--- src/hdl/cdq_cell.sv ---
// One ring slot of the circular deque plus one stage of the read probe chain.
// Does not use cdq_pkg; instantiated in a row by circular_deque.
module cdq_cell #(
  parameter int unsigned DATA_WIDTH = 32,
  parameter int unsigned IDX_W      = 7,
  parameter int unsigned SLOT       = 0
) (
  input  logic                  clk,
  input  logic                  rst_n,
  input  logic                  wr_en,
  input  logic [IDX_W-1:0]      wr_idx,
  input  logic [DATA_WIDTH-1:0] wr_data,
  input  logic                  probe_vld_i,
  input  logic [IDX_W-1:0]      probe_head_i,
  input  logic [IDX_W-1:0]      probe_tail_i,
  input  logic [DATA_WIDTH-1:0] probe_front_i,
  input  logic [DATA_WIDTH-1:0] probe_rear_i,
  output logic                  probe_vld_o,
  output logic [IDX_W-1:0]      probe_head_o,
  output logic [IDX_W-1:0]      probe_tail_o,
  output logic [DATA_WIDTH-1:0] probe_front_o,
  output logic [DATA_WIDTH-1:0] probe_rear_o
);

  localparam logic [IDX_W-1:0] MY_IDX = IDX_W'(SLOT);

  logic [DATA_WIDTH-1:0] slot_r;
  logic                  vld_r;
  logic [IDX_W-1:0]      head_r;
  logic [IDX_W-1:0]      tail_r;
  logic [DATA_WIDTH-1:0] front_r;
  logic [DATA_WIDTH-1:0] rear_r;

  always_ff @(posedge clk) begin
    if (wr_en && (wr_idx == MY_IDX)) begin
      slot_r <= wr_data;
    end
  end

  always_ff @(posedge clk) begin
    if (!rst_n) begin
      vld_r <= 1'b0;
    end else begin
      vld_r <= probe_vld_i;
    end
  end

  always_ff @(posedge clk) begin
    head_r  <= probe_head_i;
    tail_r  <= probe_tail_i;
    front_r <= (probe_head_i == MY_IDX) ? slot_r : probe_front_i;
    rear_r  <= (probe_tail_i == MY_IDX) ? slot_r : probe_rear_i;
  end

  assign probe_vld_o   = vld_r;
  assign probe_head_o  = head_r;
  assign probe_tail_o  = tail_r;
  assign probe_front_o = front_r;
  assign probe_rear_o  = rear_r;

endmodule

--- config.mk ---
export PLATFORM = sky130hd
export DESIGN_NAME = cdq_cell
export DESIGN_NICKNAME = d
export VERILOG_FILES = /design/src/hdl/cdq_cell.sv
export SDC_FILE = /design/constraint.sdc
export NUM_CORES = 1
export LEC_CHECK = 0
export ABC_AREA = 1
export BUFFER_PORTS_ARGS = -buffer_cell sky130_fd_sc_hd__buf_2
export CAP_MARGIN = 20
export CORE_UTILIZATION = 40
export CTS_BUF_LIST = sky130_fd_sc_hd__clkbuf_16
export CTS_CLUSTER_DIAMETER = 60
export CTS_CLUSTER_SIZE = 16
export DETAILED_ROUTE_END_ITERATION = 7
export HOLD_SLACK_MARGIN = 0.02
export PLACE_DENSITY = 0.74
export SYNTH_ARGS = -nofsm -noshare
export SYNTH_HDL_FRONTEND = slang
export SYNTH_SLANG_ARGS = --single-unit
--- constraint.sdc ---
create_clock -name clk -period 6.7 [get_ports clk]
set_clock_uncertainty 0.15 [all_clocks]
set_input_delay 1.34 -clock clk [delete_from_list [all_inputs] [get_ports clk]]
set_output_delay 1.34 -clock clk [all_outputs]
set_load 0.05 [all_outputs]
==> results.txt, run 1 <==
----------------------------------------------------
[STA]
  Final TNS setup ... 0 ps
  Unrepaired setup endpoints after global routing ... no
  Maximum clock rate ... 0.349 GHz
  Final-report hold violation count ... 0
  Period minus WS final ... 2870 ps
  Setup slack after layout ... 3830 ps
  Worst-case headroom to the max-slew limit ... 36.2%
  Final slew viol count ... 0
  Setup violation total in the final timing report ... 0
  Slew of the pin with the lowest slew margin ... 955 ps
  Final worst-path cycle share ... 42.8%

[Layout]
  Fraction of layout instances using a drive strength above 1 ... 41.3%
  Nets@finish ... 656
  Number of diodes added for antenna fixing ... 0
  Cell area after layout ... 4880 sq um
  Layout overhead on the synthesized area ... 36.5%

[CTS]
  Maximum level of the CTS H-tree ... 3
  CTS tree ... built
  Clock Pin Slew Worst Setup and Hold Paths ... 80 ps
  Post-CTS sizing ... 0
  Num CTS Buffers ... 9
  Worst-Skew Late Latency ... 340 ps
  Num Clock Sinks ... 111
  Root buffer selected by CTS ... sky130_fd_sc_hd__clkbuf_16
  Number of buffers on the longest clock path ... 2
  Post-CTS setup buffer count ... 0
  Hold-fix buffer count after cts ... 0

[Setup path]
  Worst setup path class ... input pin to flop
  Arrival time at the worst endpoint ... 3000 ps
  Type of element capturing the critical path ... flop
  Largest fanout of any net on the critical path ... 33
  R2R Path Start ... slot_r[2]
  Register-to-Register Setup Slack ... 5870 ps
  Startpoint Class ... input pin
  Required time worst endpoint ... 6830 ps
  Endpoint of the worst register-to-register path ... probe_front_o[2]
  Logic depth of the worst register-to-register path ... 2

[Floorplanning]
  I/O Pins ... 200
  Die boundary height ... 96.5 um
  Starting density of the core ... 41.2%
  Full die area ... 9320 sq um
  Core region area ... 8680 sq um
  Number of rows in the core area ... 34
  Overall die width ... 96.5 um

[Min path]
  Hold worst-path end ... probe_rear_o[16]
  Worst hold-check path type ... flop to flop
  Worst Hold Path Cells ... 2
  Start point of the worst min-delay path ... slot_r[16]

[Yosys]
  Number of flip-flops and latches in the synthesized netlist ... 111
  Syn_area_per_cell ... 10.4 sq um
  Most numerous cell types in the synthesized netlist ... 130 x sky130_fd_sc_hd__nand2_1, 79 x sky130_fd_sc_hd__dfxtp_1, 46 x sky130_fd_sc_hd__o21ai_0
  Portion of synthesized cell area occupied by the leading cell type ... 44.3%
  Mapped Area ... 3570 sq um
  Post-synth EDFFs ... 32
  Yosys warns ... 0
  Cell with the most instances after synthesis ... sky130_fd_sc_hd__nand2_1
  Post-Synthesis Cells ... 343
  Sequential share of the synthesized area ... 71.1%
  Synth area leaders ... sky130_fd_sc_hd__dfxtp_1 44%, sky130_fd_sc_hd__edfxtp_1 27%, sky130_fd_sc_hd__nand2_1 14%, sky130_fd_sc_hd__o21ai_0 6.4%, sky130_fd_sc_hd__o21ai_1 2.5%
  Syn nets ... 464
  Netlist cell types ... 14
  Ys flop type ... sky130_fd_sc_hd__dfxtp_1
  Share of synthesized registers carrying an async set or reset ... 0%
  Synth area leader ... sky130_fd_sc_hd__dfxtp_1

[Placement]
  # port buffers ... 199
  DP Wirelength ... 6620 um
  RD Place Congestion ... 0.738
  Worst-case setup slack after placement ... 3480 ps
  Placement-stage cell area ... 4600 sq um

[Route]
  Residual antenna-violating net count after detailed routing ... 0
  Overall routed net length ... 9150 um
  Average wire per standard cell ... 14.1 um
  Detailed-route via count ... 2993
  Violation count after the first detailed-routing iteration ... 64
  Detailed Routing Iterations Pass 1 ... 5
  Per-cell via count in the routed design ... 4.62
  Post-detailed-route DRC marker count ... 0

[Run status]
  Outcome ... finished clean

[Pwr]
  Leak ... 2.27 nW
  Power density over the cells ... 290 nW/um^2
  Worst voltage drop across the vdd grid ... 0.120 mV

[Global route]
  Vias in the first global route ... 2882
  Overall overflow remaining after global route ... 0
  Gr usage total ... 19.7%
  First-pass GRT wire length ... 13400 um
  Number of antenna violations at the first check in global routing ... 0
  Pin count of the biggest net entering global routing ... 34

[Job]
  MaxCap Viol Count ... 0

----------------------------------------------------
final cells by class:
cell class,count,area (sq um)
Clock buffer,9,225
Clock inverter,7,55.1
Fill cell,787,3800
Inverter,3,11.3
Multi-Input combinational cell,211,913
Sequential cell,111,2540
Tap cell,108,135
Timing Repair Buffer,199,996
cells by family (layout without fill, tap and decap cells):
kind of cell | count (synthesis) | after routing | share of synthesized area (%)
simple gates | 147 | 147 | 16.4
buf+inv | 21 | 218 | 3.50
flops | 111 | 111 | 71.1
compound gates | 64 | 64 | 8.96
through the flow:
stage	utilization (%)	std cells	hold slack [ps]	power, W
floorplan	-	343	295	0.000859
global placement	53.0	632	305	0.000924
detailed placement	53.0	632	309	0.000927
CTS	56.2	648	327	0.00143
global route	56.2	648	333	0.00147
finish	56.2	648	324	0.00141
registers in the layout, summed over array words and instances (netlist names):
register / cells
probe_front_o: 32
probe_rear_o: 32
slot_r: 32
probe_head_o: 7
probe_tail_o: 7
probe_vld_o: 1
how the worst max path moves through the flow:
stage / start / end / slack [ps]
floorplan: wr_idx[5] / slot_r[0] / 3270
global placement: probe_head_i[1] / probe_front_o[21] / 3510
detailed placement: probe_head_i[1] / probe_front_o[19] / 3480
CTS: probe_head_i[1] / probe_front_o[10] / 3830
global route: probe_head_i[1] / probe_front_o[25] / 3620
finish: probe_head_i[1] / probe_front_o[19] / 3830
worst max-delay path, stage by stage:
cell                      delay [ps]
sky130_fd_sc_hd__buf_2           100
sky130_fd_sc_hd__nor2_1          120
sky130_fd_sc_hd__nand2_2         410
sky130_fd_sc_hd__nor2_4          750
sky130_fd_sc_hd__nand2_1         130
sky130_fd_sc_hd__nand2_1         100
placed cells by master, fill, tap and decap left out:
master                        n
sky130_fd_sc_hd__o21ai_1     18
sky130_fd_sc_hd__clkinv_2     1
sky130_fd_sc_hd__inv_1        4
sky130_fd_sc_hd__clkinv_4     1
sky130_fd_sc_hd__clkbuf_16    9
sky130_fd_sc_hd__nand2_1    130
sky130_fd_sc_hd__nor2_4       3
sky130_fd_sc_hd__nand3b_1     1
sky130_fd_sc_hd__nor2_1       7
sky130_fd_sc_hd__inv_6        3
sky130_fd_sc_hd__edfxtp_1    32
sky130_fd_sc_hd__buf_2      199
sky130_fd_sc_hd__o21ai_0     46
sky130_fd_sc_hd__nor2_2       2
sky130_fd_sc_hd__inv_8        1
sky130_fd_sc_hd__dfxtp_1     79
sky130_fd_sc_hd__nand2_2      4
power by group:
group	switching (W)	total, W	internal [W]
sequential	0.00000710	0.000724	0.000717
clock	0.000245	0.000503	0.000258
combinational	0.000135	0.000186	0.0000509
total	0.000388	0.00141	0.00103
routing by layer:
metal | routed length (um) | global-route usage (%)
met1 | 3580 | 21.4
met2 | 4860 | 36.7
met3 | 593 | 4.62
met4 | 113 | 7.84
met5 | 0 | 0
(Power assumes the default switching activity.)
==> run 2, diff against run 1 <==
==> constraint.sdc (replaced) <==
create_clock -name clk -period 2.8 [get_ports clk]
set_clock_uncertainty 0.15 [all_clocks]
set_input_delay 0.56 -clock clk [delete_from_list [all_inputs] [get_ports clk]]
set_output_delay 0.56 -clock clk [all_outputs]
set_load 0.05 [all_outputs]
==> run 2 against run 1 <==
Compared with the run above: register-to-register slack got worse by 3900 ps; hold slack worse by 140 ps; total power increased by 140%; non-clock buffer count up 5; sequential power increased by 140%; utilization increased by 0.56 points; critical path depth fell by 5; first-iteration DRC count rose by 28%; combinational power grew 140%; wire length is 3.2% lower; count of clock-buffer cells in the layout increased by 1; critical path type is now flop to primary output; largest cell class unchanged.
==> results.txt, run 2 (same netlist as run 1, synthesis figures left out) <==
----------------------------------------------------
[Run status]
  Outcome ... finished clean

[Setup path]
  CP cell instances ... buf_2
  Delay of the slowest critical-path stage ... 320 ps (-430 ps)
  Worst setup path class ... flop to primary output
  Arrival time at the worst endpoint ... 920 ps (-2080 ps)
  Logic depth of the worst path, buffers included ... 1 (-5)
  Startpoint Class ... flop
  Cell family with the largest share of critical-path delay ... flip-flops
  Register-to-Register Setup Slack ... 1980 ps (-3890 ps)
  Required time worst endpoint ... 2090 ps (-4740 ps)
  Sum of buffers and inverters on the critical path ... 1 (unchanged)
  Logic depth of the worst register-to-register path ... 2 (unchanged)
  Largest fanout of any net on the critical path ... 1 (-97%)
  Type of element capturing the critical path ... primary output
  Crit-path slowest cell ... sky130_fd_sc_hd__dfxtp_1

[Pwr]
  Net switching power ... 0.000911 W (+140%)
  Leak ... 2.30 nW (+1.3%)
  Share of total power consumed by net switching ... 26.7% (-0.73 points)
  Power density over the cells ... 693 nW/um^2 (+140%)
  Combinational power share ... 13.1% (about the same)
  Relative contribution of the clock network to total power ... 36.2% (+0.6 points)
  Total chip power ... 0.00341 W (+140%)
  Flop pwr share ... 50.7% (-0.5 points)
  Worst voltage drop across the vdd grid ... 0.297 mV (+150%)
  Internal power ... 0.00250 W (+140%)

[CTS]
  Root buffer selected by CTS ... sky130_fd_sc_hd__clkbuf_16
  Worst-Skew Late Latency ... 330 ps (about the same)
  Num Clock Sinks ... 111 (unchanged)
  Maximum level of the CTS H-tree ... 3 (unchanged)
  Hold-fix buffer count after cts ... 0 (unchanged)
  CTS tree ... built
  Post-CTS setup buffer count ... 0 (unchanged)
  Post-CTS sizing ... 0 (unchanged)
  Clock Pin Slew Worst Setup and Hold Paths ... 70 ps (about the same)
  Num CTS Buffers ... 9 (unchanged)
  Number of buffers on the longest clock path ... 2 (unchanged)

[STA]
  Maximum clock rate ... 0.614 GHz
  Unrepaired setup endpoints after global routing ... no
  Period minus WS final ... 1630 ps
  Final worst-path cycle share ... 58.1%
  Final TNS setup ... 0 ps (unchanged)
  Slew of the pin with the lowest slew margin ... 767 ps (-187 ps)
  Worst-case headroom to the max-slew limit ... 48.7% (+13 points)
  Setup violation total in the final timing report ... 0 (unchanged)
  Final slew viol count ... 0 (unchanged)
  Final hold slack ... 185 ps (-139 ps)
  Setup slack after layout ... 1170 ps (-2660 ps)
  Final-report hold violation count ... 0 (unchanged)

[Route]
  Overall routed net length ... 8860 um (-3.2%)
  Detailed Routing Iterations Pass 1 ... 5 (unchanged)
  Residual antenna-violating net count after detailed routing ... 0 (unchanged)
  Average wire per standard cell ... 13.6 um (-3.9%)
  Post-detailed-route DRC marker count ... 0 (unchanged)
  Per-cell via count in the routed design ... 4.65 (+0.59%)
  Violation count after the first detailed-routing iteration ... 82 (+28%)
  Detailed-route via count ... 3034 (+1.4%)

[Layout]
  Post-route non-filler standard cell count ... 653 (+0.77%)
  Layout overhead on the synthesized area ... 37.9%
  Fraction of layout instances using a drive strength above 1 ... 41.8% (+0.54 points)
  Number of diodes added for antenna fixing ... 0 (unchanged)
  Commonest non-fill, non-tap cell in the layout ... sky130_fd_sc_hd__buf_2
  Commonest cells after routing, fill and taps aside ... 199 x sky130_fd_sc_hd__buf_2, 130 x sky130_fd_sc_hd__nand2_1, 79 x sky130_fd_sc_hd__dfxtp_1
  Nets@finish ... 661 (+0.76%)

[Placement]
  Worst-case setup slack after placement ... 857 ps (-2620 ps)
  DP Wirelength ... 6420 um (-3.0%)
  Placed insts ... 637 (+0.79%)
  RD Place Congestion ... 0.707 (-4.2%)
  # port buffers ... 199 (unchanged)

[Floorplanning]
  Die boundary height ... 96.5 um (unchanged)
  Overall die width ... 96.5 um (unchanged)
  Number of rows in the core area ... 34 (unchanged)
  I/O Pins ... 200 (unchanged)
  Core region area ... 8680 sq um (unchanged)
  Starting density of the core ... 41.2% (unchanged)
  Full die area ... 9320 sq um (unchanged)

[Global route]
  Overall overflow remaining after global route ... 0 (unchanged)
  Vias in the first global route ... 2800 (-2.8%)
  Met2 layer usage reported by global route ... 34.0% (-2.7 points)
  GRT met1 Usage ... 21.4% (-0.028 points)
  Routing layer with the top usage in global route ... met2
  Met3 track demand over resource in global routing ... 4.23% (-0.39 points)
  Pin count of the biggest net entering global routing ... 33 (-2.9%)
  Number of antenna violations at the first check in global routing ... 0 (unchanged)
  First-pass GRT wire length ... 13100 um (-2.6%)
  Gr usage total ... 18.9% (-0.81 points)

[Job]
  MaxCap Viol Count ... 0 (unchanged)

[Min path]
  Worst Hold Path Cells ... 1 (-1)
  Worst hold-check path type ... input pin to flop

----------------------------------------------------
-- run 2: cell types whose count changed in the layout (fill, tap and decap cells not counted) --
cell,delta
sky130_fd_sc_hd__buf_4,+5
sky130_fd_sc_hd__inv_4,+2
sky130_fd_sc_hd__clkbuf_16,+1
sky130_fd_sc_hd__inv_6,-3
-- run 2: power by group through the flow --
stage               sequential (W)  combinational [W]  clock, W
global route               0.00174           0.000479   0.00132
global placement           0.00177           0.000443         0
floorplan                  0.00200          0.0000582         0
finish                     0.00173           0.000447   0.00124
CTS                        0.00173           0.000450   0.00126
detailed placement         0.00177           0.000450         0
-- run 2: metrics by stage --
stage	area [sq um]	util, %
global placement	4640	53.4
floorplan	3570	-
detailed placement	4640	53.4
finish	4930	56.8
global route	4930	56.8
CTS	4930	56.8
-- run 2: final cells by class --
| class | instances | area, sq um |
|---|---|---|
| fillers | 786 | 3750 |
| flip-flops and latches | 111 | 2540 |
| repair buffers | 204 | 1030 |
| multi-input cells | 211 | 913 |
| clock buffers | 10 | 250 |
| well taps | 108 | 135 |
| clock inverters | 6 | 41.3 |
| inverters | 3 | 11.3 |
-- run 2: worst paths after layout --
kind / startpoint / end
worst max register to register: slot_r[15] / probe_front_o[15]
worst min-delay path: probe_head_i[1] / probe_head_o[1]
worst min register to register: slot_r[19] / probe_front_o[19]
worst max-delay path: probe_rear_o[8] / probe_rear_o[8]
-- run 2: worst register-to-register path, cell delays in order, from the launching register on --
cell                       delay (ps)
sky130_fd_sc_hd__edfxtp_1         410
sky130_fd_sc_hd__nand2_1          100
sky130_fd_sc_hd__nand2_1           50
-- run 2: metal layers --
layer  vias to the layer above  part of all wire (%)
li1                       1509                     -
met1                      1386                    40
met2                       123                    51
met3                        16                   6.6
met4                         0                   2.3
met5                         -                     0
