File: config.mk
export PLATFORM = sky130hd
export DESIGN_NAME = cdq_ctrl
export DESIGN_NICKNAME = d
export VERILOG_FILES = /design/src/hdl/cdq_pkg.sv /design/src/hdl/cdq_ctrl.sv
export SDC_FILE = /design/constraint.sdc
export NUM_CORES = 1
export LEC_CHECK = 0
export ABC_AREA = 1
export BUFFER_PORTS_ARGS = -buffer_cell sky130_fd_sc_hd__clkbuf_2
export CORE_ASPECT_RATIO = 0.5
export CORE_MARGIN = 4
export CORE_UTILIZATION = 35
export DETAILED_ROUTE_END_ITERATION = 12
export PLACE_DENSITY = 0.69
export SKIP_LAST_GASP = 1
export SLEW_MARGIN = 15
export SYNTH_ARGS = -nofsm -noshare
export SYNTH_HDL_FRONTEND = slang
export SYNTH_SLANG_ARGS = --single-unit
export TNS_END_PERCENT = 20
File: constraint.sdc
create_clock -name clk -period 3.3 [get_ports clk]
set_input_delay 0 -clock clk [delete_from_list [all_inputs] [get_ports clk]]
set_output_delay 0 -clock clk [all_outputs]
set_load 0.1 [all_outputs]
File: src/hdl/cdq_pkg.sv
// Shared types and constants for the circular deque.
// Holds the operation codes and the fixed field widths; no dependencies.
package cdq_pkg;

  localparam int unsigned KIND_W = 3;
  localparam int unsigned CFG_W  = 8;
  localparam int unsigned OCC_W  = 8;

  typedef logic [KIND_W-1:0] kind_t;
  typedef logic [CFG_W-1:0]  cap_t;
  typedef logic [OCC_W-1:0]  occ_t;

  localparam kind_t KIND_PUSH_FRONT = 3'd0;
  localparam kind_t KIND_PUSH_BACK  = 3'd1;
  localparam kind_t KIND_POP_FRONT  = 3'd2;
  localparam kind_t KIND_POP_BACK   = 3'd3;
  localparam kind_t KIND_NOP        = 3'd4;

  localparam cap_t CAP_RESET = 8'd128;

endpackage

File: src/hdl/cdq_ctrl.sv
// Control unit of the circular deque: capacity register, head, tail and count,
// slot writes, probe launch and the result register. Depends on cdq_pkg.
module cdq_ctrl #(
  parameter int unsigned DEPTH      = 128,
  parameter int unsigned DATA_WIDTH = 32,
  parameter int unsigned IDX_W      = 7
) (
  input  logic                         clk,
  input  logic                         rst_n,
  input  logic                         cfg_wr_en,
  input  cdq_pkg::cap_t                cfg_wr_data,
  input  logic                         in_valid,
  output logic                         in_ready,
  input  cdq_pkg::kind_t               in_kind,
  input  logic signed [DATA_WIDTH-1:0] in_push_value,
  output logic                         out_valid,
  input  logic                         out_ready,
  output logic                         out_accepted,
  output logic signed [DATA_WIDTH-1:0] out_front_value,
  output logic signed [DATA_WIDTH-1:0] out_rear_value,
  output logic                         out_is_full,
  output logic                         out_is_empty,
  output cdq_pkg::occ_t                out_occupancy,
  output logic                         wr_en,
  output logic [IDX_W-1:0]             wr_idx,
  output logic [DATA_WIDTH-1:0]        wr_data,
  output logic                         launch_vld,
  output logic [IDX_W-1:0]             launch_head,
  output logic [IDX_W-1:0]             launch_tail,
  input  logic                         ret_vld,
  input  logic [DATA_WIDTH-1:0]        ret_front,
  input  logic [DATA_WIDTH-1:0]        ret_rear
);

  localparam int unsigned CMP_W = ((IDX_W > cdq_pkg::CFG_W) ? IDX_W : cdq_pkg::CFG_W) + 1;

  localparam logic [1:0] ST_IDLE = 2'd0;
  localparam logic [1:0] ST_RUN  = 2'd1;
  localparam logic [1:0] ST_DONE = 2'd2;

  function automatic logic [IDX_W-1:0] step_up(input logic [IDX_W-1:0] i,
                                               input cdq_pkg::cap_t cap);
    logic [CMP_W-1:0] n;
    n = CMP_W'(i) + CMP_W'(1);
    return (n >= CMP_W'(cap)) ? '0 : IDX_W'(n);
  endfunction

  function automatic logic [IDX_W-1:0] step_down(input logic [IDX_W-1:0] i,
                                                 input cdq_pkg::cap_t cap);
    logic [CMP_W-1:0] c1;
    c1 = CMP_W'(cap) - CMP_W'(1);
    return ((i == '0) || (CMP_W'(i) > CMP_W'(cap))) ? IDX_W'(c1) : i - IDX_W'(1);
  endfunction

  logic [1:0]            state_r, state_nxt;
  cdq_pkg::cap_t         cap_cfg_r;
  logic [IDX_W-1:0]      head_r, head_nxt;
  logic [IDX_W-1:0]      tail_r, tail_nxt;
  cdq_pkg::occ_t         count_r, count_nxt;
  logic                  launch_r;
  logic                  ok_r, ok_nxt;
  logic                  full_r;
  logic                  empty_r;
  logic                  res_ok_r;
  logic [DATA_WIDTH-1:0] res_front_r;
  logic [DATA_WIDTH-1:0] res_rear_r;
  logic                  res_full_r;
  logic                  res_empty_r;
  cdq_pkg::occ_t         res_occ_r;
  cdq_pkg::cap_t         cap;
  logic                  is_full;
  logic                  is_empty;
  logic                  take;
  logic                  wr_en_c;
  logic [IDX_W-1:0]      wr_idx_c;

  always_comb begin
    if (cap_cfg_r == '0) begin
      cap = cdq_pkg::cap_t'(1);
    end else if (CMP_W'(cap_cfg_r) > CMP_W'(DEPTH)) begin
      cap = cdq_pkg::cap_t'(DEPTH);
    end else begin
      cap = cap_cfg_r;
    end
  end

  assign is_full  = (count_r >= cap);
  assign is_empty = (count_r == '0);
  assign in_ready = rst_n && (state_r == ST_IDLE);
  assign take     = in_valid && in_ready;

  always_comb begin
    head_nxt  = head_r;
    tail_nxt  = tail_r;
    count_nxt = count_r;
    ok_nxt    = 1'b1;
    wr_en_c   = 1'b0;
    wr_idx_c  = '0;
    case (in_kind)
      cdq_pkg::KIND_PUSH_FRONT, cdq_pkg::KIND_PUSH_BACK: begin
        if (is_full) begin
          ok_nxt = 1'b0;
        end else begin
          wr_en_c = 1'b1;
          if (is_empty) begin
            head_nxt = '0;
            tail_nxt = '0;
            wr_idx_c = '0;
          end else if (in_kind == cdq_pkg::KIND_PUSH_FRONT) begin
            head_nxt = step_down(head_r, cap);
            wr_idx_c = head_nxt;
          end else begin
            tail_nxt = step_up(tail_r, cap);
            wr_idx_c = tail_nxt;
          end
          count_nxt = count_r + cdq_pkg::occ_t'(1);
        end
      end
      cdq_pkg::KIND_POP_FRONT, cdq_pkg::KIND_POP_BACK: begin
        if (is_empty) begin
          ok_nxt = 1'b0;
        end else begin
          if (count_r == cdq_pkg::occ_t'(1)) begin
            head_nxt = '0;
            tail_nxt = '0;
          end else if (in_kind == cdq_pkg::KIND_POP_FRONT) begin
            head_nxt = step_up(head_r, cap);
          end else begin
            tail_nxt = step_down(tail_r, cap);
          end
          count_nxt = count_r - cdq_pkg::occ_t'(1);
        end
      end
      default: begin
        ok_nxt = 1'b1;
      end
    endcase
  end

  assign wr_en   = take && wr_en_c;
  assign wr_idx  = wr_idx_c;
  assign wr_data = in_push_value;

  always_comb begin
    state_nxt = state_r;
    case (state_r)
      ST_IDLE: begin
        if (take) begin
          state_nxt = ST_RUN;
        end
      end
      ST_RUN: begin
        if (ret_vld) begin
          state_nxt = ST_DONE;
        end
      end
      ST_DONE: begin
        if (out_ready) begin
          state_nxt = ST_IDLE;
        end
      end
      default: begin
        state_nxt = ST_IDLE;
      end
    endcase
  end

  always_ff @(posedge clk) begin
    if (!rst_n) begin
      state_r   <= ST_IDLE;
      cap_cfg_r <= cdq_pkg::CAP_RESET;
      head_r    <= '0;
      tail_r    <= '0;
      count_r   <= '0;
      launch_r  <= 1'b0;
    end else begin
      state_r  <= state_nxt;
      launch_r <= take;
      if (cfg_wr_en) begin
        cap_cfg_r <= cfg_wr_data;
      end
      if (take) begin
        head_r  <= head_nxt;
        tail_r  <= tail_nxt;
        count_r <= count_nxt;
      end
    end
  end

  always_ff @(posedge clk) begin
    if (take) begin
      ok_r    <= ok_nxt;
      full_r  <= (count_nxt >= cap);
      empty_r <= (count_nxt == '0);
    end
    if ((state_r == ST_RUN) && ret_vld) begin
      res_ok_r    <= ok_r;
      res_front_r <= empty_r ? '1 : ret_front;
      res_rear_r  <= empty_r ? '1 : ret_rear;
      res_full_r  <= full_r;
      res_empty_r <= empty_r;
      res_occ_r   <= count_r;
    end
  end

  assign launch_vld  = launch_r;
  assign launch_head = head_r;
  assign launch_tail = tail_r;

  assign out_valid       = (state_r == ST_DONE);
  assign out_accepted    = res_ok_r;
  assign out_front_value = res_front_r;
  assign out_rear_value  = res_rear_r;
  assign out_is_full     = res_full_r;
  assign out_is_empty    = res_empty_r;
  assign out_occupancy   = res_occ_r;

  a_ready_excl: assert property (@(posedge clk) disable iff (!rst_n)
    !(in_ready && out_valid))
    else $error("input ready while a result is pending");

  a_launch: assert property (@(posedge clk) disable iff (!rst_n)
    take |=> (launch_r && (state_r == ST_RUN)))
    else $error("probe not launched after a transaction");

  a_ret_run: assert property (@(posedge clk) disable iff (!rst_n)
    ret_vld |-> (state_r == ST_RUN))
    else $error("probe returned outside a run");

  a_empty_idx: assert property (@(posedge clk) disable iff (!rst_n)
    (count_r == '0) |-> ((head_r == '0) && (tail_r == '0)))
    else $error("indices not cleared while empty");

  a_count_bound: assert property (@(posedge clk) disable iff (!rst_n)
    CMP_W'(count_r) <= CMP_W'(DEPTH))
    else $error("element count beyond depth");

endmodule

==> results.sh, run 1 <==
export IMPL_hpwl_mm=15.52
export IMPL_slowest_stage="dfxtp_2"
export IMPL_synthAdderAreaFrac=0.09669
export IMPL_synth_edf_count=78
export IMPL_rsz0062_at_grt="yes"
export IMPL_synth_top_area_cell="edfxtp_1"
export IMPL_tns_ns=0
export IMPL_slowest_delay_ns=0.35
export IMPL_synth_cell_type_count=46
export IMPL_slew_viol_final=0
export IMPL_rows=36
export IMPL_grt_pass1_vias=6348
export IMPL_cts_buffers_inserted=9
export IMPL_gp_congestion=0.9260
export IMPL_synth_compound_area_frac=0.08404
export IMPL_grt_overflow=0
export IMPL_syn_inst=812
export IMPL_leakagePower_nw=4.418
export IMPL_synth_flop_cell="edfxtp_1"
export IMPL_place_ws_ns=0.07300
export IMPL_final_net_count=1229
export IMPL_yosysTopAreaCellShare=0.3291
export IMPL_cts_root_buf="clkbuf_16"
export IMPL_setup_slack_ns=0.09613
export IMPL_area_growth_syn_to_layout_pct=34.70
export IMPL_synth_area_leaders="edfxtp_1, ha_1, dfxtp_1"
export IMPL_worstHoldPathType="input port to primary output"
export IMPL_grt_pass1_wl_mm=33.62
export IMPL_p_per_area_nw_per_um2=414.0
export IMPL_worstMarginPinSlew_ns=0.8472
export IMPL_drcViolationCount=0
export IMPL_ys_seq_area_frac=0.4219
export IMPL_path_max_fanout=7
export IMPL_grtUsageTotal=0.1853
export IMPL_min_period_ns=3.204
export IMPL_vias=6522
export IMPL_via_per_inst=4.893
export IMPL_cts_tree="built"
export IMPL_synthMuxAreaShare=0
export IMPL_hold_viol=0
export IMPL_setup_viol_count_final=0
export IMPL_syn_area_um2=7117
export IMPL_insertion_delay_ns=0.36
export IMPL_clockBufferDepth=2
export IMPL_yosysWarnings=0
export IMPL_startpoint_type="flip-flop"
export IMPL_cpMostUsedCell="nand2_2"
export IMPL_syn_nets=980
export IMPL_clkTransAtPathRegs_ns=0.08
export IMPL_fp_coreArea_um2=19730
export IMPL_clock_sinks=111
export IMPL_synth_async_reset_ratio=0
export IMPL_io_pins=245
export IMPL_fillers=1813
export IMPL_status="finished, final reports clean"
export IMPL_drt_wl_total_mm=21.72
export IMPL_synthSimpleGateAreaFrac=0.2567
export IMPL_slew_headroom=0.4331
export IMPL_path_cells="nor2_2 > nand2_2 > o21ai_4 > nand2_2 > buf_4 > ha_1 > a21oi_1 > o21a_1 > a21boi_1 > nand2_2 > nor2_1 > nand2_1 > a21oi_2 > buf_6"
export IMPL_cts_max_level=3
export IMPL_grt_start_max_net_pins=66
export IMPL_critPathRequiredTime_ns=3.30
export IMPL_drtAntennaViolNets=0
export IMPL_irDropWorstVdd_mv=0.2481
export IMPL_synth_top_family_by_area="simple AND/OR/NAND/NOR gates"
export IMPL_critPathCaptureType="primary output"
export IMPL_avgRoutedWirePerCell_um=16.29
export IMPL_dr_pass1_iters=6
export IMPL_io_buffers=180
export IMPL_die_h_um=108.8
export IMPL_cp_top_family="compound AO/OA/AOI/OAI gates"
export IMPL_die_w_um=209.7
export IMPL_layout_drive_gt1_share=0.3490
export IMPL_synth_xor_area_frac=0.03938
export IMPL_maxCapViolations=0
export IMPL_antenna_found_initial=1
export IMPL_max_freq_mhz=312.1
export IMPL_arrival_ns=3.20
export IMPL_finClkSkew_ns=0.01414
export IMPL_criticalPathCategory="flip-flop to primary output"
export IMPL_drtIter0Drc=567
export IMPL_period_share=0.9709
export IMPL_initial_core_util=0.3607
export IMPL_synth_ff_latch_count=111
export IMPL_avgSynthCellArea_um2=8.765
export IMPL_die_area_um2=22820
export IMPL_cp_num_buf_inv=2
## layout make-up
type / instances / area (um2) / area share
Clock buffer: 10 / 229.0 / 0.02388
Inverter: 104 / 396.6 / 0.04137
Multi-Input combinational cell: 549 / 3565 / 0.3718
Clock inverter: 6 / 57.56 / 0.006004
Tap cell: 266 / 332.8 / 0.03472
Antenna cell: 1 / 2.502 / 0.0002610
Timing Repair Buffer: 286 / 1983 / 0.2069
Sequential cell: 111 / 3020 / 0.3151
## logic make-up (layout without fill, tap and decap cells)
group,after synthesis,count (layout)
flops,111,111
simple gates,356,356
compound gates,106,106
xor+xnor,32,32
buf+inv,152,406
fa+ha+maj,55,55
other cells,0,1
## through the flow
stage	std cells	area [um2]	power, W	hold slack (ns)	util
2_1_floorplan	812	7173	0.002668	0.1138	-
3_3_place_gp	1230	8273	0.002748	0.0006813	0.4193
3_5_place_dp	1230	8273	0.002761	0.0006813	0.4193
4_1_cts	1329	9400	0.003934	0.0006813	0.4765
5_1_grt	1333	9587	0.004197	0.0001428	0.4859
6_report	1333	9587	0.003969	0.00003855	0.4859
## cells in the mapped netlist, types with 6 or more instances
| cell type | count |
|---|---|
| clkbuf_1 | 10 |
| o21ai_0 | 24 |
| nor3_1 | 15 |
| edfxtp_1 | 78 |
| xor2_1 | 29 |
| dfxtp_1 | 33 |
| nand4_1 | 10 |
| buf_4 | 32 |
| nand2_1 | 129 |
| inv_1 | 93 |
| or2_2 | 65 |
| ha_1 | 55 |
| nor2_1 | 49 |
| nor2_4 | 6 |
| inv_2 | 7 |
| a21oi_1 | 57 |
| nand3_1 | 57 |
## path summary, 6_finish.rpt
check | end | start | slack (ns) | depth (start not counted)
min | wr_data[7] | in_push_value[7] | 0.00004 | 0
max reg2reg | full_r$_DFFE_PP_ | cap_cfg_r[1]$_SDFFE_PN0P_ | 0.12 | 26
min reg2reg | out_accepted$_DFFE_PP_ | ok_r$_DFFE_PP_ | 0.42 | 0
max | wr_idx[3] | cap_cfg_r[1]$_SDFFE_PN0P_ | 0.1 | 14
## layer usage
metal  GRT usage  routed length (um)  up-vias
met5           0                   0        -
met3     0.04398                1757       61
met2      0.3258               10270      294
li1            -                   -     3167
met1      0.2292                9061     3000
met4     0.05584                 629        0
## timing repair
action / CTS / global route
setup endpoints to repair: 7 / 8
resized for setup: 3 / 51
pin swaps: 1 / 11
buffers inserted: 1 / 3
endpoints found under the hold margin: 75 / 0
hold buffers: 82 / 0
## flip-flops by register name, summed over array words and instances (netlist names)
name             cells
out_front_value     32
out_rear_value      32
cap_cfg_r            8
count_r              8
out_occupancy        8
launch_head          7
launch_tail          7
state_r              2
empty_r              1
full_r               1
launch_vld           1
ok_r                 1
out_accepted         1
out_is_empty         1
out_is_full          1
## cell usage in the layout (no fill, tap or decap), drive strengths merged
master	n
diode	1
a21boi	1
o21ai	32
and3	3
o211ai	7
inv	106
a22oi	1
or2	65
a21oi	59
a21o	3
edfxtp	78
o21a	1
clkbuf	183
o2111ai	1
nand3	60
nor2	59
dlygate4sd3	82
clkinv	4
xor2	29
nor3	18
a211oi	1
ha	55
nand2	137
nand4	11
nand3b	1
buf	31
nor4	2
dfxtp	33
xnor2	3
## power by group
group / total [W] / internal (W) / switching [W]
sequential: 0.00159 / 0.00155 / 0.0000472
clock: 0.00107 / 0.000534 / 0.000540
combinational: 0.00130 / 0.000437 / 0.000864
Power figures use the tool's default switching activity.
==> run 2, diff against run 1 <==
==> constraint.sdc (replaced) <==
create_clock -name clk -period 3.3 [get_ports clk]
set_input_delay 0.66 -clock clk [delete_from_list [all_inputs] [get_ports clk]]
set_output_delay 0.66 -clock clk [all_outputs]
set_load 0.1 [all_outputs]
==> run 2 against run 1 <==
  * The flow now finishes with violations (setup timing)
  * Sequential power about the same
  * Global-route usage down 1.2 points
  * Worst setup slack worse by 0.37 ns
  * First-iteration DRC count is 8.8% lower
  * Register-to-register slack lost 0.18 ns
  * Clock power hardly changed
  * Largest power group unchanged
  * Worst hold slack improved by 0.43 ns
  * Combinational power about the same
  * Routed wire length down 7.0%
  * Non-clock buffer count down 44
  * Clock-buffer cell count unchanged
==> results.sh, run 2 (same netlist as run 1, synthesis figures left out) <==
export IMPL_status="finished, violations left"
export IMPL_violations="setup timing"
export IMPL_worstHoldPathType="flip-flop to flip-flop"
export IMPL_final_net_count=1185
export IMPL_cts_max_level=3
export IMPL_drtAntennaViolNets=0
export IMPL_min_period_ns=3.570
export IMPL_path_cells="ha_4 > nand2_1 > inv_1 > nand2_2 > nor3_4 > xor2_2 > buf_4 > buf_4 > buf_4 > buf_4 > buf_4 > buf_4 > buf_4 > buf_4 > buf_4 > nand3_1 > a21oi_4 > buf_12"
export IMPL_seq_power_share=0.402
export IMPL_io_buffers=180
export IMPL_cp_num_buf_inv=11
export IMPL_grtUsageTotal=0.1733
export IMPL_p_sw_frac=0.3664
export IMPL_setup_viol_count_final=9
export IMPL_slowest_stage="dfxtp_4"
export IMPL_rows=36
export IMPL_dr_pass1_iters=5
export IMPL_clock_sinks=111
export IMPL_cts_tree="built"
export IMPL_regToRegEndpoint="full_r$_DFFE_PP_"
export IMPL_startpoint_type="flip-flop"
export IMPL_clockBufferDepth=2
export IMPL_mostFrequentLayoutCells="clkbuf_2, nand2_1, inv_1, edfxtp_1, or2_2"
export IMPL_r2r_start="cap_cfg_r[3]$_SDFFE_PN0P_"
export IMPL_fillers=1853
export IMPL_arrival_ns=2.91
export IMPL_switchingPower_w=0.001446
export IMPL_die_h_um=108.8
export IMPL_period_share=1.082
export IMPL_intPower_w=0.002500
export IMPL_insertion_delay_ns=0.36
export IMPL_io_pins=245
export IMPL_criticalPathCategory="flip-flop to primary output"
export IMPL_slowest_delay_ns=0.41
export IMPL_fp_coreArea_um2=19730
export IMPL_cp_top_family="buffers and inverters"
export IMPL_clkTransAtPathRegs_ns=0.08
export IMPL_grt_overflow=0
export IMPL_die_area_um2=22820
export IMPL_area_growth_syn_to_layout_pct=29.20
export IMPL_cpMostUsedCell="buf_4"
export IMPL_critPathCaptureType="primary output"
export IMPL_final_core_util=0.4661
export IMPL_path_max_fanout=5
export IMPL_vias=6295
export IMPL_cts_root_buf="clkbuf_16"
export IMPL_ff2ff_path_depth=25
export IMPL_antenna_found_initial=0
export IMPL_drt_wl_total_mm=20.19
export IMPL_finClkSkew_ns=0.01329
export IMPL_avgRoutedWirePerCell_um=15.67
export IMPL_gp_congestion=0.9600
export IMPL_slew_headroom=0.4553
export IMPL_slew_viol_final=0
export IMPL_r2r_slack_ns=-0.06
export IMPL_max_freq_mhz=280.1
export IMPL_tns_ns=-1.771
export IMPL_grt_pass1_vias=5948
export IMPL_irDropWorstVdd_mv=0.2241
export IMPL_min_to="out_is_full$_DFFE_PP_"
export IMPL_final_common_cell="clkbuf_2"
export IMPL_layout_drive_gt1_share=0.4080
export IMPL_worstMarginPinSlew_ns=0.8141
export IMPL_maxCapViolations=0
export IMPL_drtIter0Drc=517
export IMPL_clkPwrFrac=0.274
export IMPL_rsz0062_at_grt="yes"
export IMPL_setup_slack_ns=-0.2703
export IMPL_power_frac_comb=0.324
export IMPL_hold_path_cell_count=0
export IMPL_grt_start_max_net_pins=76
export IMPL_initial_core_util=0.3607
export IMPL_worstHoldStart="full_r$_DFFE_PP_"
export IMPL_cts_buffers_inserted=9
export IMPL_p_per_area_nw_per_um2=429.1
export IMPL_via_per_inst=4.887
export IMPL_hold_viol=0
export IMPL_grt_pass1_wl_mm=31.36
export IMPL_ctsHoldBuffers=0
export IMPL_drcViolationCount=0
export IMPL_die_w_um=209.7
export IMPL_hpwl_mm=15.59
export IMPL_n_antenna_cell=0
export IMPL_critPathRequiredTime_ns=2.64
export IMPL_leakagePower_nw=4.285
==> run 2: layout make-up <==
cell class,count,area (um2),area share
inverters,104,396.6,0.04314
clock inverters,6,57.56,0.006259
multi-input cells,549,3645,0.3964
well taps,266,332.8,0.03620
flip-flops and latches,111,3028,0.3293
clock buffers,10,229.0,0.02490
repair buffers,242,1506,0.1638
==> run 2: power groups by stage <==
stage | sequential (W) | clock [W] | combinational, W
final | 0.00159 | 0.00108 | 0.00128
after global routing | 0.00159 | 0.00118 | 0.00139
after CTS | 0.00159 | 0.00112 | 0.00126
after detailed placement | 0.00162 | 0 | 0.00121
after global placement | 0.00162 | 0 | 0.00120
after floorplan | 0.00183 | 0 | 0.000849
==> run 2: per-stage QoR <==
step / setup WS (ns) / std cells / instance area, um2 / power [W] / hold slack, ns
final: -0.2703 / 1288 / 9195 / 0.003946 / 0.4260
after global routing: -0.4215 / 1288 / 9195 / 0.004168 / 0.4324
after CTS: -0.2611 / 1288 / 9175 / 0.003966 / 0.4301
after detailed placement: -0.04204 / 1253 / 8628 / 0.002832 / 0.4102
after global placement: 0.02313 / 1253 / 8628 / 0.002813 / 0.4207
after floorplan: -0.3754 / 812 / 7266 / 0.002684 / 0.4003
==> run 2: how the worst max path moves through the flow <==
| stage | cells after the start | startpoint | slack (ns) | end |
|---|---|---|---|---|
| 2_1_floorplan | 14 | launch_tail[1]$_SDFFE_PN0P_ | -0.38 | wr_idx[0] |
| 3_3_place_gp | 15 | launch_tail[1]$_SDFFE_PN0P_ | 0.02 | wr_idx[4] |
| 3_5_place_dp | 15 | launch_tail[1]$_SDFFE_PN0P_ | -0.04 | wr_idx[5] |
| 4_1_cts | 13 | launch_tail[1]$_SDFFE_PN0P_ | -0.26 | wr_idx[5] |
| 5_1_grt | 21 | cap_cfg_r[6]$_SDFFE_PN0P_ | -0.42 | wr_idx[1] |
| 6_report | 18 | launch_tail[1]$_SDFFE_PN0P_ | -0.27 | wr_idx[6] |
==> run 2: worst register-to-register path: cells and delay by family (launching register included) <==
family	cells	cell delay, ns
and+or+nand+nor	16	1.39
buffers and inverters	3	0.27
adders and majority gates	2	0.54
DFF	1	0.33
AOI/OAI and AO/OA	4	0.58
==> run 2: timing repair <==
action	in CTS	in global routing
pin swaps	22	4
setup buffers	19	0
resized for setup	32	4
endpoints found under the setup margin	8	9
==> run 2: layer usage <==
metal	global-route usage	share of wire
met5	0	0
met4	0.05724	0.023
met3	0.03967	0.067
met2	0.2903	0.46
met1	0.2245	0.45
==> run 3, diff against run 2 <==
--- a/config.mk
+++ b/config.mk
@@ -10,10 +10,11 @@
 export CORE_ASPECT_RATIO = 0.5
 export CORE_MARGIN = 4
 export CORE_UTILIZATION = 35
+export CTS_BUF_LIST = sky130_fd_sc_hd__clkbuf_8
+export CTS_CLUSTER_DIAMETER = 50
 export DETAILED_ROUTE_END_ITERATION = 12
 export PLACE_DENSITY = 0.69
 export SKIP_LAST_GASP = 1
-export SLEW_MARGIN = 15
 export SYNTH_ARGS = -nofsm -noshare
 export SYNTH_HDL_FRONTEND = slang
 export SYNTH_SLANG_ARGS = --single-unit
==> run 3 against run 2 <==
  * The run still ends with setup timing left
  * Sequential power about the same
  * Clock-buffer cell count decreased by 1
  * Worst setup slack got worse by 0.048 ns
  * Clock skew increased by 0.0063 ns
  * Cell area increased by 1.5%
  * Worst hold slack improved by 0.0096 ns
==> results.sh, run 3 (same netlist as run 1, synthesis figures left out) <==
export IMPL_status="finished, violations left"
export IMPL_violations="setup timing"
export IMPL_gp_congestion=0.9600
export IMPL_clkTransAtPathRegs_ns=0.12
export IMPL_clockBufferDepth=2
export IMPL_setup_slack_ns=-0.3180
export IMPL_area_growth_syn_to_layout_pct=31.10
export IMPL_antenna_found_initial=0
export IMPL_path_max_fanout=5
export IMPL_worstHoldStart="full_r$_DFFE_PP_"
export IMPL_drt_wl_total_mm=20.90
export IMPL_p_sw_frac=0.3914
export IMPL_cp_num_buf_inv=2
export IMPL_n_antenna_cell=0
export IMPL_finClkSkew_ns=0.01960
export IMPL_worstMarginPinSlew_ns=0.8527
export IMPL_switchingPower_w=0.001473
export IMPL_rows=36
export IMPL_initial_core_util=0.3607
export IMPL_leakagePower_nw=4.342
export IMPL_cts_tree="built"
export IMPL_crit_start="launch_tail[1]$_SDFFE_PN0P_"
export IMPL_slowest_delay_ns=0.41
export IMPL_final_common_cell="clkbuf_2"
export IMPL_min_period_ns=3.618
export IMPL_insertion_delay_ns=0.40
export IMPL_tns_ns=-2.286
export IMPL_hold_viol=0
export IMPL_io_buffers=180
export IMPL_criticalPathCategory="flip-flop to primary output"
export IMPL_place_ws_ns=-0.04204
export IMPL_dp_cells=1253
export IMPL_r2r_slack_ns=-0.11
export IMPL_avgRoutedWirePerCell_um=16.16
export IMPL_p_per_area_nw_per_um2=403.4
export IMPL_cts_max_level=3
export IMPL_r2r_start="cap_cfg_r[1]$_SDFFE_PN0P_"
export IMPL_dr_pass1_iters=5
export IMPL_vias=6441
export IMPL_layout_drive_gt1_share=0.4411
export IMPL_die_area_um2=22820
export IMPL_slowest_stage="dfxtp_4"
export IMPL_via_per_inst=4.981
export IMPL_grt_pass1_wl_mm=31.83
export IMPL_clkPwrFrac=0.216
export IMPL_drcViolationCount=0
export IMPL_grt_start_max_net_pins=76
export IMPL_period_share=1.096
export IMPL_io_pins=245
export IMPL_irDropWorstVdd_mv=0.1835
export IMPL_drtIter0Drc=630
export IMPL_seq_power_share=0.423
export IMPL_grt_overflow=0
export IMPL_power_frac_comb=0.361
export IMPL_maxCapViolations=0
export IMPL_startpoint_type="flip-flop"
export IMPL_clock_sinks=111
export IMPL_hold_ws_ns=0.4356
export IMPL_worstHoldPathType="flip-flop to flip-flop"
export IMPL_ctsHoldBuffers=0
export IMPL_rsz0062_at_grt="yes"
export IMPL_grt_pass1_vias=6069
export IMPL_cp_top_family="simple AND/OR/NAND/NOR gates"
export IMPL_die_h_um=108.8
export IMPL_drtAntennaViolNets=0
export IMPL_grtUsageTotal=0.1754
export IMPL_stdcell_count=1293
export IMPL_fp_coreArea_um2=19730
export IMPL_cts_buffers_inserted=9
export IMPL_final_core_util=0.4729
export IMPL_intPower_w=0.002290
export IMPL_critPathRequiredTime_ns=2.64
export IMPL_critPathCaptureType="primary output"
export IMPL_arrival_ns=2.96
export IMPL_cts_root_buf="clkbuf_8"
export IMPL_hpwl_mm=15.59
export IMPL_die_w_um=209.7
export IMPL_slew_viol_final=0
export IMPL_mostFrequentLayoutCells="clkbuf_2, nand2_1, inv_1, edfxtp_1, or2_2"
export IMPL_max_freq_mhz=276.4
export IMPL_slew_headroom=0.4294
export IMPL_final_net_count=1190
export IMPL_path_cells="inv_2 > nor3_4 > nand4_1 > nor2_1 > ha_1 > a21oi_1 > o21a_1 > a21boi_2 > nand2_4 > nor2_2 > nand2_2 > a21oi_4 > buf_12"
export IMPL_setup_viol_count_final=9
run 3: worst paths after layout:
check | end | depth (start not counted)
worst min-delay path | out_is_full$_DFFE_PP_ | 0
worst min register to register | out_is_full$_DFFE_PP_ | 0
worst max-delay path | wr_idx[5] | 13
worst max register to register | full_r$_DFFE_PP_ | 25
run 3: power groups by stage:
stage / Combinational, W / Sequential [W] / Clock [W]
3_3_place_gp: 0.00120 / 0.00162 / 0
2_1_floorplan: 0.000849 / 0.00183 / 0
6_report: 0.00136 / 0.00159 / 0.000814
5_1_grt: 0.00147 / 0.00160 / 0.000900
4_1_cts: 0.00129 / 0.00159 / 0.000843
3_5_place_dp: 0.00121 / 0.00162 / 0
run 3: what timing repair did:
action	CTS	global route
setup buffers	22	2
gates resized for setup	53	33
pin swaps	28	19
endpoints found under the setup margin	8	9
run 3: stage by stage:
step	total power, W	cell area, um2
finish	0.003764	9330
global route	0.003964	9330
CTS	0.003721	9188
detailed placement	0.002832	8628
global placement	0.002813	8628
floorplan	0.002684	7266
run 3: final cells by class:
type                       count  area [um2]
clock buffer                   9       123.9
fill                        1845       10400
multi-input combinational    549        3811
clock inverter                 7       61.31
sequential                   111        3032
timing repair buffer         247        1568
inverter                     104       401.6
tap                          266       332.8
run 3: layer usage:
metal | global-route usage | vias up | wire (um)
met4 | 0.06142 | 0 | 640
met5 | 0 | - | 0
met2 | 0.2949 | 291 | 9565
met3 | 0.03995 | 61 | 1523
li1 | - | 3081 | -
met1 | 0.2252 | 3008 | 9168
run 3: worst register-to-register path, stage by stage (launching register included):
cell	delay [ns]
dfxtp_2	0.35
nor2_2	0.12
nand2_2	0.09
o21ai_4	0.26
nand2_4	0.11
buf_4	0.15
ha_1	0.28
nand2_1	0.07
a21oi_1	0.09
nor2_4	0.18
nand3_2	0.15
nand2_1	0.11
nand2_1	0.07
nand2_1	0.06
nand2_1	0.05
nand2_1	0.07
inv_1	0.07
ha_1	0.29
o21ai_0	0.08
nand2_1	0.08
o21ai_0	0.16
inv_1	0.06
nand2_1	0.06
nand2_1	0.06
nand2_1	0.06
nand2_1	0.05
